### src/rtl/core/atr_pkg.sv
// Package for the alarm timer register block: field widths, register offsets,
// access modes and the item/result structs shared by all stages. No dependencies.
`default_nettype none

package atr_pkg;

    localparam int MODE_W  = 2;
    localparam int INDEX_W = 10;
    localparam int WORD_W  = 32;
    localparam int TIME_W  = 64;
    localparam int STEP_W  = 20;

    localparam int IN_TDATA_W  = 48;   // reg_index + write_data, padded to bytes
    localparam int IN_TUSER_W  = 2;
    localparam int OUT_TDATA_W = 40;   // read_data + irq_line, padded to bytes

    localparam logic [STEP_W-1:0] STEP_RESET = STEP_W'(1);

    // access modes
    localparam logic [MODE_W-1:0] MODE_TICK  = 2'd0;
    localparam logic [MODE_W-1:0] MODE_READ  = 2'd1;
    localparam logic [MODE_W-1:0] MODE_WRITE = 2'd2;

    // word offsets of the register bank
    localparam logic [INDEX_W-1:0] REG_TIME_LOW    = 10'd0;
    localparam logic [INDEX_W-1:0] REG_TIME_HIGH   = 10'd1;
    localparam logic [INDEX_W-1:0] REG_ALARM_LOW   = 10'd2;
    localparam logic [INDEX_W-1:0] REG_ALARM_HIGH  = 10'd3;
    localparam logic [INDEX_W-1:0] REG_IRQ_ENABLE  = 10'd4;
    localparam logic [INDEX_W-1:0] REG_CLEAR_ALARM = 10'd5;
    localparam logic [INDEX_W-1:0] REG_ALARM_STAT  = 10'd6;
    localparam logic [INDEX_W-1:0] REG_CLEAR_IRQ   = 10'd7;

    typedef struct packed {
        logic [MODE_W-1:0]  mode;
        logic [INDEX_W-1:0] reg_index;
        logic [WORD_W-1:0]  write_data;
    } t_item;

    typedef struct packed {
        logic [WORD_W-1:0] read_data;
        logic              irq_line;
    } t_result;

endpackage

`default_nettype wire

### src/rtl/core/atr_in_stage.sv
// Input register stage: captures one transfer from the slave stream.
// Depends on atr_pkg for the item struct.
`default_nettype none

module atr_in_stage
    import atr_pkg::*;
(
    input  wire logic  i_clk,
    input  wire logic  i_rst_n,
    input  wire logic  i_load,
    input  wire t_item i_item,
    input  wire logic  i_advance,
    output logic       o_valid,
    output t_item      o_item
);

    logic  r_valid;
    t_item r_item;

    always_ff @(posedge i_clk) begin
        if (!i_rst_n) begin
            r_valid <= 1'b0;
        end else if (i_load) begin
            r_valid <= 1'b1;
        end else if (i_advance) begin
            r_valid <= 1'b0;
        end
    end

    always_ff @(posedge i_clk) begin
        if (i_load) begin
            r_item <= i_item;
        end
    end

    assign o_valid = r_valid;
    assign o_item  = r_item;

endmodule

`default_nettype wire

### src/rtl/core/atr_core.sv
// Timer state and register bank: applies one item per advance and forms its result.
// Depends on atr_pkg for register offsets, modes and structs.
`default_nettype none

module atr_core
    import atr_pkg::*;
(
    input  wire logic              i_clk,
    input  wire logic              i_rst_n,
    input  wire logic              i_cfg_we,
    input  wire logic [STEP_W-1:0] i_cfg_wdata,
    input  wire logic              i_advance,
    input  wire t_item             i_item,
    output t_result                o_result
);

    logic [STEP_W-1:0] r_step;
    logic [TIME_W-1:0] r_time,    n_time;
    logic [TIME_W-1:0] r_dl,      n_dl;
    logic [WORD_W-1:0] r_latched, n_latched;
    logic              r_armed,   n_armed;
    logic              r_pending, n_pending;
    logic              r_enable,  n_enable;

    logic [TIME_W-1:0] tick_sum;
    logic [TIME_W-1:0] dl_low_wr;
    logic [WORD_W-1:0] rd;

    assign tick_sum  = r_time + {{(TIME_W-STEP_W){1'b0}}, r_step};
    assign dl_low_wr = {r_dl[TIME_W-1:WORD_W], i_item.write_data};

    always_comb begin
        n_time    = r_time;
        n_dl      = r_dl;
        n_latched = r_latched;
        n_armed   = r_armed;
        n_pending = r_pending;
        n_enable  = r_enable;
        rd        = '0;
        case (i_item.mode)
            MODE_TICK: begin
                n_time = tick_sum;
                if (r_armed && (tick_sum >= r_dl)) begin
                    n_armed   = 1'b0;
                    n_pending = 1'b1;
                end
            end
            MODE_READ: begin
                case (i_item.reg_index)
                    REG_TIME_LOW: begin
                        n_latched = r_time[TIME_W-1:WORD_W];
                        rd        = r_time[WORD_W-1:0];
                    end
                    REG_TIME_HIGH:  rd = r_latched;
                    REG_ALARM_LOW:  rd = r_dl[WORD_W-1:0];
                    REG_ALARM_HIGH: rd = r_dl[TIME_W-1:WORD_W];
                    REG_IRQ_ENABLE: rd = {{(WORD_W-1){1'b0}}, r_enable};
                    REG_ALARM_STAT: rd = {{(WORD_W-1){1'b0}}, r_armed};
                    default:        rd = '0;
                endcase
            end
            MODE_WRITE: begin
                case (i_item.reg_index)
                    REG_TIME_LOW:
                        n_time = {r_time[TIME_W-1:WORD_W], i_item.write_data};
                    REG_TIME_HIGH:
                        n_time = {i_item.write_data, r_time[WORD_W-1:0]};
                    REG_ALARM_LOW: begin
                        n_dl = dl_low_wr;
                        // deadline already reached: fire now instead of arming
                        if (dl_low_wr <= r_time) begin
                            n_armed   = 1'b0;
                            n_pending = 1'b1;
                        end else begin
                            n_armed = 1'b1;
                        end
                    end
                    REG_ALARM_HIGH:
                        n_dl = {i_item.write_data, r_dl[WORD_W-1:0]};
                    REG_IRQ_ENABLE:  n_enable  = i_item.write_data[0];
                    REG_CLEAR_ALARM: n_armed   = 1'b0;
                    REG_CLEAR_IRQ:   n_pending = 1'b0;
                    default: ;
                endcase
            end
            default: ;
        endcase
    end

    always_ff @(posedge i_clk) begin
        if (!i_rst_n) begin
            r_step    <= STEP_RESET;
            r_time    <= '0;
            r_dl      <= '0;
            r_latched <= '0;
            r_armed   <= 1'b0;
            r_pending <= 1'b0;
            r_enable  <= 1'b0;
        end else begin
            if (i_cfg_we) begin
                r_step <= i_cfg_wdata;
            end
            if (i_advance) begin
                r_time    <= n_time;
                r_dl      <= n_dl;
                r_latched <= n_latched;
                r_armed   <= n_armed;
                r_pending <= n_pending;
                r_enable  <= n_enable;
            end
        end
    end

    assign o_result.read_data = rd;
    assign o_result.irq_line  = n_pending & n_enable;

`ifndef SYNTHESIS
    a_clear_irq: assert property (@(posedge i_clk) disable iff (!i_rst_n)
        i_advance && i_item.mode == MODE_WRITE && i_item.reg_index == REG_CLEAR_IRQ
        |=> !r_pending)
        else $error("pending flag survived a clear-interrupt write");

    a_clear_alarm: assert property (@(posedge i_clk) disable iff (!i_rst_n)
        i_advance && i_item.mode == MODE_WRITE && i_item.reg_index == REG_CLEAR_ALARM
        |=> !r_armed)
        else $error("alarm still armed after clear-alarm write");

    a_latch_high: assert property (@(posedge i_clk) disable iff (!i_rst_n)
        i_advance && i_item.mode == MODE_READ && i_item.reg_index == REG_TIME_LOW
        |=> r_latched == $past(r_time[TIME_W-1:WORD_W]))
        else $error("time-low read did not latch the high half");

    a_hold_time: assert property (@(posedge i_clk) disable iff (!i_rst_n)
        !i_advance |=> $stable(r_time) && $stable(r_pending))
        else $error("timer state moved without an item");

    a_fire: assert property (@(posedge i_clk) disable iff (!i_rst_n)
        i_advance && i_item.mode == MODE_TICK && r_armed && tick_sum >= r_dl
        |=> r_pending && !r_armed)
        else $error("alarm did not fire on reaching the deadline");
`endif

endmodule

`default_nettype wire

### src/rtl/core/atr_out_stage.sv
// Output result register: holds one result until the master stream takes it.
// Depends on atr_pkg for the result struct.
`default_nettype none

module atr_out_stage
    import atr_pkg::*;
(
    input  wire logic    i_clk,
    input  wire logic    i_rst_n,
    input  wire logic    i_load,
    input  wire t_result i_result,
    input  wire logic    i_ready,
    output logic         o_valid,
    output t_result      o_result
);

    logic    r_valid;
    t_result r_result;

    always_ff @(posedge i_clk) begin
        if (!i_rst_n) begin
            r_valid <= 1'b0;
        end else if (i_load) begin
            r_valid <= 1'b1;
        end else if (i_ready) begin
            r_valid <= 1'b0;
        end
    end

    always_ff @(posedge i_clk) begin
        if (i_load) begin
            r_result <= i_result;
        end
    end

    assign o_valid  = r_valid;
    assign o_result = r_result;

endmodule

`default_nettype wire

### src/rtl/core/alarm_timer_registers.sv
// Top level of the 64-bit alarm timer register block: input stage, core, output stage.
// Depends on atr_pkg, atr_in_stage, atr_core and atr_out_stage.
//
//   channel   direction  payload
//   s_axis    in         tdata: reg_index[9:0], write_data[41:10]; tuser: mode[1:0]
//   m_axis    out        tdata: read_data[31:0], irq_line[32]
//   cfg       in         i_cfg_wdata: ns_per_tick[19:0], taken when i_cfg_we is high
//
// One item per cycle sustained while the master stream takes results; each transfer passes the input
// register and then the output register before its result is offered on m_axis.
// The 64-bit tick add and deadline compare in atr_core set the clock path.
// Synchronous active-low reset clears the time, deadline, flags, and sets the step to 1.
// A stalled output holds its result; the input register then fills and tready drops.
`default_nettype none

module alarm_timer_registers
    import atr_pkg::*;
(
    input  wire logic                   i_clk,
    input  wire logic                   i_rst_n,
    input  wire logic                   i_cfg_we,
    input  wire logic [STEP_W-1:0]      i_cfg_wdata,   // ns_per_tick[19:0]
    input  wire logic                   s_axis_tvalid,
    output logic                        s_axis_tready,
    input  wire logic [IN_TDATA_W-1:0]  s_axis_tdata,  // reg_index[9:0], write_data[41:10]
    input  wire logic [IN_TUSER_W-1:0]  s_axis_tuser,  // mode[1:0]
    output logic                        m_axis_tvalid,
    input  wire logic                   m_axis_tready,
    output logic [OUT_TDATA_W-1:0]      m_axis_tdata   // read_data[31:0], irq_line[32]
);

    t_item   in_item;
    t_item   st_item;
    t_result core_res;
    t_result out_res;
    logic    st_valid;
    logic    advance;
    logic    load;

    assign in_item.mode       = s_axis_tuser;
    assign in_item.reg_index  = s_axis_tdata[INDEX_W-1:0];
    assign in_item.write_data = s_axis_tdata[INDEX_W+WORD_W-1:INDEX_W];

    // advance the held item when the result register is free or being emptied
    assign advance       = st_valid && (!m_axis_tvalid || m_axis_tready);
    assign s_axis_tready = !st_valid || advance;
    assign load          = s_axis_tvalid && s_axis_tready;

    atr_in_stage u_in (
        .i_clk     (i_clk),
        .i_rst_n   (i_rst_n),
        .i_load    (load),
        .i_item    (in_item),
        .i_advance (advance),
        .o_valid   (st_valid),
        .o_item    (st_item)
    );

    atr_core u_core (
        .i_clk       (i_clk),
        .i_rst_n     (i_rst_n),
        .i_cfg_we    (i_cfg_we),
        .i_cfg_wdata (i_cfg_wdata),
        .i_advance   (advance),
        .i_item      (st_item),
        .o_result    (core_res)
    );

    atr_out_stage u_out (
        .i_clk    (i_clk),
        .i_rst_n  (i_rst_n),
        .i_load   (advance),
        .i_result (core_res),
        .i_ready  (m_axis_tready),
        .o_valid  (m_axis_tvalid),
        .o_result (out_res)
    );

    assign m_axis_tdata = {{(OUT_TDATA_W-WORD_W-1){1'b0}}, out_res.irq_line, out_res.read_data};

endmodule

`default_nettype wire
### config.mk
export PLATFORM = sky130hd
export DESIGN_NAME = alarm_timer_registers
export DESIGN_NICKNAME = d
export VERILOG_FILES = /design/src/rtl/core/atr_pkg.sv /design/src/rtl/core/atr_in_stage.sv /design/src/rtl/core/atr_core.sv /design/src/rtl/core/atr_out_stage.sv /design/src/rtl/core/alarm_timer_registers.sv
export SDC_FILE = /design/constraint.sdc
export NUM_CORES = 1
export LEC_CHECK = 0
export BUFFER_PORTS_ARGS = -buffer_cell sky130_fd_sc_hd__buf_2
export CORE_UTILIZATION = 55
export DETAILED_ROUTE_END_ITERATION = 16
export PLACE_DENSITY = 0.74
export SLEW_MARGIN = 20
export SYNTH_ARGS = -nofsm -noshare
export SYNTH_HDL_FRONTEND = slang
export SYNTH_SLANG_ARGS = --single-unit
### constraint.sdc
create_clock -name i_clk -period 6.15 [get_ports i_clk]
set_input_delay 1.23 -clock i_clk [delete_from_list [all_inputs] [get_ports i_clk]]
set_output_delay 1.23 -clock i_clk [all_outputs]
set_load 0.02 [all_outputs]
# Yosys cells after proc, flatten, opt, wreduce, memory -nomap -nowiden
# Cells that the tools add are included.
[word_totals]
output_inout_bits = 42
register_bits = 262
wordCells = 73
[op_classes]
n_eq_ne = 15
n_mux = 18
order_cmp = 2
bitwise = 3
add_sub_neg = 1
reduce_logical = 18
[op_table]
columns = ["operator", "count"]
rows = [
  ["64-bit one-hot mux with 2 select lines", 3],
  ["32-bit one-hot mux with 6 select lines", 1],
  ["64-bit by 20-bit adder with 64-bit output", 1],
  ["64-bit >= comparator", 1],
  ["64-bit less-or-equal comparator", 1],
  ["10-bit by 3-bit == test with 1-bit output (second input constant)", 4],
  ["10-bit by 2-bit == test with 1-bit output (second input constant)", 2],
  ["4-bit AND reduction", 5],
  ["10-bit by 1-bit == test with 1-bit output (second input constant)", 1],
  ["10-bit zero test", 1],
  ["1-bit two-way mux", 10],
  ["2-bit inequality test (second input constant)", 4],
  ["1-bit one-hot mux with 2 select lines", 4],
  ["2-bit nonzero test", 3],
  ["1-bit logical AND", 3],
  ["3-bit by 2-bit inequality test with 1-bit output (second input constant)", 1],
  ["3-bit AND reduction", 1],
  ["2-bit by 1-bit == test with 1-bit output (second input constant)", 1],
  ["2-bit == test (second input constant)", 1],
  ["1-bit zero test", 2],
  ["2-bit zero test", 1],
  ["1-bit logical OR", 2],
  ["2-bit by 1-bit inequality test with 1-bit output (second input constant)", 1],
  ["1-bit inverter", 2],
  ["1-bit AND", 1],
]

# Depth between registers and ports, before layout
# Gate-level depths: netlist (run 1).
[logic_depth]
depth_word = 6
mapped_depth = 21

# Modules after synthesis
# A second synthesis (run 1) with hierarchy kept.
[hier_totals]
hier_cells = 1837
area_unflattened_um2 = 16059.2
[by_module_without_submodules]
columns = ["mod", "area_each_um2", "cells_each", "n_inst", "seq_area_each_um2"]
rows = [
  ["atr_core", 13570.5, 1742, 1, 3663.5],
  ["atr_in_stage", 1362.6, 47, 1, 1341.3],
  ["atr_out_stage", 1032.2, 36, 1, 1011.0],
  ["alarm_timer_registers", 93.8, 12, 1, 0.0],
]

# Worst setup path before layout (run 1)
# Ideal clock, no wire load.
[synth_timing]
path_kind = "register to register"
start = "register u_core.r_time[0]"
end = "register u_out.r_result (netlist bit u_out.o_result[0]) (data pin)"
required_time_ps = 5880
stages_incl_launch_ff = 21
period_less_slack_ps = 4727
path_slack_ps = 1423
t_arrival_ps = 4457
n_path_buf = 1
cell_sequence = "dfxtp_1 -> ha_1 -> inv_1 -> fa_1 -> nor2b_1 -> o2111ai_1 -> nand3_1 -> nand2_1 -> o21ai_0 -> clkbuf_1 -> nand2_1 -> nor2_1 -> xnor2_1 -> ha_1 -> and4_1 -> a221oi_1 -> or4b_2 -> o21ai_0 -> a21oi_1 -> a311oi_1 -> a211oi_1"
[synth_rtl]
columns = ["element", "line_no", "source"]
rows = [
  ["start, declared", "atr_core.sv:18", "logic [TIME_W-1:0] r_time, n_time;"],
  ["start signal, assigned", "atr_core.sv:104", "r_time <= n_time;"],
  ["end signal, assigned", "atr_out_stage.sv:32", "r_result <= i_result;"],
  ["end, declared", "atr_out_stage.sv:18", "t_result r_result;"],
]

==> results of run 1 <==
## through the flow
step	hold WS [ps]	cell area [µm²]	cells	utilization
final	458	17800	2357	0.619
after global routing	470	17800	2356	0.619
after CTS	456	17800	2356	0.619
after detailed placement	448	16900	2303	0.588
after global placement	439	16900	2303	0.588
after floorplan	434	16100	1907	-
## cell families (layout without fill, tap and decap cells)
logic type / count (synthesis) / count (layout) / synth area share
xor gates and xnor gates: 62 / 62 / 0.0338
DFF: 262 / 262 / 0.375
AOI/OAI and AO/OA: 461 / 461 / 0.186
adders and majority gates: 149 / 149 / 0.117
and+or+nand+nor: 643 / 643 / 0.183
other: 1 / 8 / 0.000233
buffers and inverters: 263 / 328 / 0.0650
muxes: 60 / 60 / 0.0407
## layout make-up
cell class	count	share of cell area
inverter	147	0.0312
tap	384	0.0270
clock buffer	36	0.0429
multi-input combinational	1382	0.512
clock inverter	17	0.00782
antenna	1	0.000141
sequential	262	0.339
timing repair buffer	128	0.0403
## layer usage
layer / routed length, µm / global-route usage / part of all wire / up-vias
met5: 0 / 0 / 0 / -
met4: 1780 / 0.124 / 0.035 / 0
met3: 4790 / 0.0550 / 0.094 / 141
met2: 23200 / 0.547 / 0.45 / 764
met1: 21400 / 0.454 / 0.42 / 7051
li1: - / - / - / 6927
## critical path, stage by stage (launching register included)
cell and delay [ps]:
dfxtp_1 350, ha_1 420, a21oi_1 180, o211a_1 250
o31ai_1 490, a2111oi_2 190, or3_1 580, nor3_1 300
xnor2_1 160, ha_1 260, a21oi_1 130, o21ai_0 140
a221oi_1 410, or4b_2 620, o21ai_0 430, a21oi_1 130
a311oi_1 380, a211oi_1 130
## cells in the mapped netlist (4+ instances only)
cell type,count
a311oi_1,8
mux2i_1,27
nor2b_1,6
nand4_1,44
o21bai_1,4
and4_1,5
o21a_1,9
a222oi_1,31
a211oi_1,12
buf_4,11
buf_2,6
edfxtp_1,77
o311ai_0,9
o31ai_1,4
nand2_1,301
a31oi_1,11
a221o_1,4
nor3_1,35
xor2_1,7
a32oi_1,9
nand3_1,60
nor2_1,126
a21o_1,26
and2_1,6
clkbuf_1,96
nor4_1,19
and3_1,7
a22oi_1,15
ha_1,148
inv_1,147
or3_1,7
o21ai_0,55
xnor2_1,55
a221oi_1,16
o211ai_1,6
nand2b_1,6
mux2_2,32
a21oi_1,202
nor4_2,4
dfxtp_1,185
o221ai_1,8
## power breakdown
part	internal [mW]	switching, mW	total [mW]
Sequential	1.82	0.0460	1.86
Clock	0.958	0.732	1.69
Combinational	0.117	0.226	0.343
## registers in the layout (all words and copies together), names as in the netlist
name,flops
u_in.o_item,44
u_core.r_enable,1
u_out.o_valid,1
u_core.r_step,20
u_in.o_valid,1
u_core.r_dl,64
u_core.r_latched,32
u_core.r_armed,1
u_out.o_result,33
u_core.r_pending,1
u_core.r_time,64
## worst max path at each step
stage / cells after the start / end / startpoint
2_1_floorplan: 20 / u_out.o_result[0] / u_core.r_time[0]
3_3_place_gp: 17 / u_out.o_result[0] / u_core.r_time[12]
3_5_place_dp: 17 / u_out.o_result[0] / u_core.r_time[12]
4_1_cts: 17 / u_out.o_result[0] / u_core.r_time[12]
5_1_grt: 17 / u_out.o_result[0] / u_core.r_time[12]
6_report: 17 / u_out.o_result[0] / u_core.r_time[12]
==> results.toml, run 1 <==
[run_status]
status = "completed"

[clock_network]
numCtsBuffers = 29
ctsHoldBuffers = 0
insertion_delay_ps = 560
root_buffer = "clkbuf_16"
clk_pin_slew_ps = 60
cts_tree = "built"
post_cts_buffers = 0
clk_path_buf_depth = 3
clock_sinks = 262
clock_tree.htree_level_count = 1
cts.repair.resized = 0

[pwr]
leakage_nw = 6.59
ir_worst_vdd_uv = 255
p_total_mw = 3.90
powerDensity_nw_per_um2 = 219

[timing]
drv_slew = 0
totalNegativeSetupSlack_ps = 0
max_freq_mhz = 171
period_share = 0.949
hold_viol = 0
max_slew.worst_pin.slew_ps = 1160
finalCriticalPeriod_ps = 5840
fin_skew_ps = 14.4
setup_ws_ps = 314
rsz0062_at_grt = "no"
setup_violations = 0
maxSlewHeadroom = 0.226

[die]
boundaryPins = 117
fp-row-count = 62
die-area_um2 = 29900
initial_utilization = 0.560
die_x_um = 173
die_h_um = 173
core_area_um2 = 28700

[drt]
drtIter0Drc = 1879
via_per_inst = 6.31
drtPass1Iterations = 7
drc = 0
vias = 14883
totalWireLength_um = 51200
ant_nets = 0
wl_per_cell_um = 21.7

[setup_path]
startpoint_type = "flop"
path_max_fanout = 9
reg2reg_setup_slack_ps = 310
rr_worst_depth = 17
r2r-start = "u_core.r_time[12]"
endpoint_kind = "flop"
cp.required_ps = 6430
r2r-end = "u_out.o_result[0]"
arrival_ps = 6120
crit_type = "flop to flop"

[finish]
seqCellArea_um2 = 6020
final_cell_mix = "nand2_1 (301), a21oi_1 (201), dfxtp_1 (185)"
drive_gt1_frac = 0.118
syn_to_final_growth_pct = 10.6
final_common_cell = "nand2_1"
multi_input_area_um2 = 9100
final_nets = 2174
nFillCells = 2545

[place]
io_buffer_count = 103
hpwl_um = 35500
gp_routability_congestion = 0.972
post-place-ws_ps = 450

[global_routing]
grt_pass1_wl_um = 80000
overflow = 0
grt_max_degree = 76
grt_pass1_vias = 14336
grt.total_usage = 0.337
antenna_found_initial = 0

[synth]
synth_top_cell_area_share = 0.231
synth_area_leaders = "dfxtp_1 (23%), edfxtp_1 (14%), ha_1 (12%)"
syn_inst = 1901
yosysTopAreaCell = "dfxtp_1"
synth-edff-count = 77
yosysUniqueCellTypes = 78
synth_area_um2 = 16100
ys_warn_count = 0
synth_ff_type = "dfxtp_1"
synth_seq_cells = 262
async_flop_share = 0
yosysSeqAreaShare = 0.375
syn_avg_cell_area_um2 = 8.45

[min_path]
min_path_cells = 2
hold_class = "flop to flop"
hp-start = "u_core.r_latched[27]"
min_to = "u_core.r_latched[27]"

[run]
max-cap-violations = 0
No activity file was read; power rests on OpenSTA's default activity.
==> run 2: changes to the inputs <==
- REMOVE_ABC_BUFFERS: default -> 1
==> results.toml, run 2 (synthesized netlist as in run 1, its figures left out) <==
[run_status]
status = "completed"

[min_path]
min_path_cells = 2
hold_class = "flop to flop"

[finish]
drive_gt1_frac = 0.123
final_common_cell = "nand2_1"
syn_to_final_growth_pct = 11.1
stdcell_area_um2 = 17900
final_cell_mix = "nand2_1 (301), a21oi_1 (201), dfxtp_1 (185)"
final_nets = 2178
antennaDiodeCount = 0

[pwr]
p_seq_frac = 0.467
p_sw_frac = 0.252
ir_worst_vdd_uv = 187
pwr-share-comb = 0.086
switchingPower_mw = 1.01
clkPwrFrac = 0.447
leakage_nw = 6.63
powerDensity_nw_per_um2 = 224
internal_power_mw = 2.98
p_total_mw = 3.99

[global_routing]
grt_pass1_wl_um = 78400
grt_pass1_vias = 14323
overflow = 0
antenna_found_initial = 0
grt.total_usage = 0.328
grt_max_degree = 59

[timing]
totalNegativeSetupSlack_ps = 0
setup_violations = 0
max_slew.worst_pin.slew_ps = 1130
fin_hold_ws_ps = 452
finalCriticalPeriod_ps = 5980
period_share = 0.973
fin_skew_ps = 13.6
maxSlewHeadroom = 0.246
hold_viol = 0
rsz0062_at_grt = "no"
drv_slew = 0
max_freq_mhz = 167

[setup_path]
reg2reg_setup_slack_ps = 170
rr_worst_depth = 17
arrival_ps = 6280
path_max_fanout = 6
startpoint_type = "flop"
cp.required_ps = 6450
crit_type = "flop to flop"
endpoint_kind = "flop"

[drt]
ant_nets = 0
drtIter0Drc = 1817
wl_per_cell_um = 21.1
drtPass1Iterations = 8
via_per_inst = 6.34
vias = 14951
drc = 0
totalWireLength_um = 49900

[clock_network]
numCtsBuffers = 29
insertion_delay_ps = 560
clock_tree.htree_level_count = 1
post_cts_buffers = 0
cts_tree = "built"
cts.repair.resized = 0
clk_path_buf_depth = 3
root_buffer = "clkbuf_16"
clock_sinks = 262
clk_pin_slew_ps = 60
ctsHoldBuffers = 0

[die]
core_area_um2 = 28700
fp-row-count = 62
die-area_um2 = 29900
die_h_um = 173
die_x_um = 173
boundaryPins = 117
initial_utilization = 0.560

[place]
gp_routability_congestion = 0.959
io_buffer_count = 103
post_dp_cell_area_um2 = 16900
hpwl_um = 34500

[run]
max-cap-violations = 0
==> run 2: changes by cell type in the layout (fill, tap and decap cells not counted), sizes merged <==
cell and change:
clkinvlp +1, clkbuf +1, bufinv +1, buf +4, inv -1, diode -1, clkinv -2
==> run 2: per-layer routing <==
layer	GRT usage	part of all wire	vias to the layer above
li1	-	-	6957
met1	0.436	0.41	7051
met2	0.531	0.46	791
met3	0.0523	0.095	152
met4	0.133	0.039	0
met5	0	0	-
==> run 2: final timing paths <==
| path | to | start |
|---|---|---|
| max | u_out.o_result[0] | u_core.r_time[1] |
| min | u_core.r_latched[17] | u_core.r_latched[17] |
| max reg2reg | u_out.o_result[0] | u_core.r_time[1] |
| min reg2reg | u_core.r_latched[17] | u_core.r_latched[17] |
==> run 2: power by group through the flow <==
stage          Combinational, mW  Clock, mW  Sequential, mW
2_1_floorplan              0.194          0            1.89
5_1_grt                    0.372       1.88            1.87
6_report                   0.344       1.78            1.86
3_3_place_gp               0.327          0            1.90
4_1_cts                    0.338       1.80            1.86
3_5_place_dp               0.336          0            1.90
==> run 2: critical path: stages, from the launching register on <==
cell,delay [ps]
dfxtp_1,330
ha_1,290
a21o_1,140
nand4_1,200
a21oi_1,570
a2111oi_2,250
or3_1,540
nor3_1,330
xnor2_1,170
ha_1,260
a21oi_1,150
o21ai_0,150
a221oi_1,670
or4b_2,680
o21ai_0,390
a21oi_1,140
a311oi_1,340
a211oi_1,130
==> run 2: area by class of cell <==
class / instances / area, µm²
Inverter: 147 / 554
Timing Repair Buffer: 132 / 733
Clock buffer: 37 / 806
Sequential cell: 262 / 6020
Tap cell: 384 / 480
Fill cell: 2500 / 10900
Multi-Input combinational cell: 1382 / 9090
Clock inverter: 16 / 170
==> run 2: through the flow <==
stage | util | setup WS, ps | std cells
floorplan | - | 671 | 1791
global placement | 0.588 | 535 | 2307
detailed placement | 0.588 | 358 | 2307
CTS | 0.622 | 346 | 2360
global route | 0.622 | 12.3 | 2360
finish | 0.622 | 166 | 2360
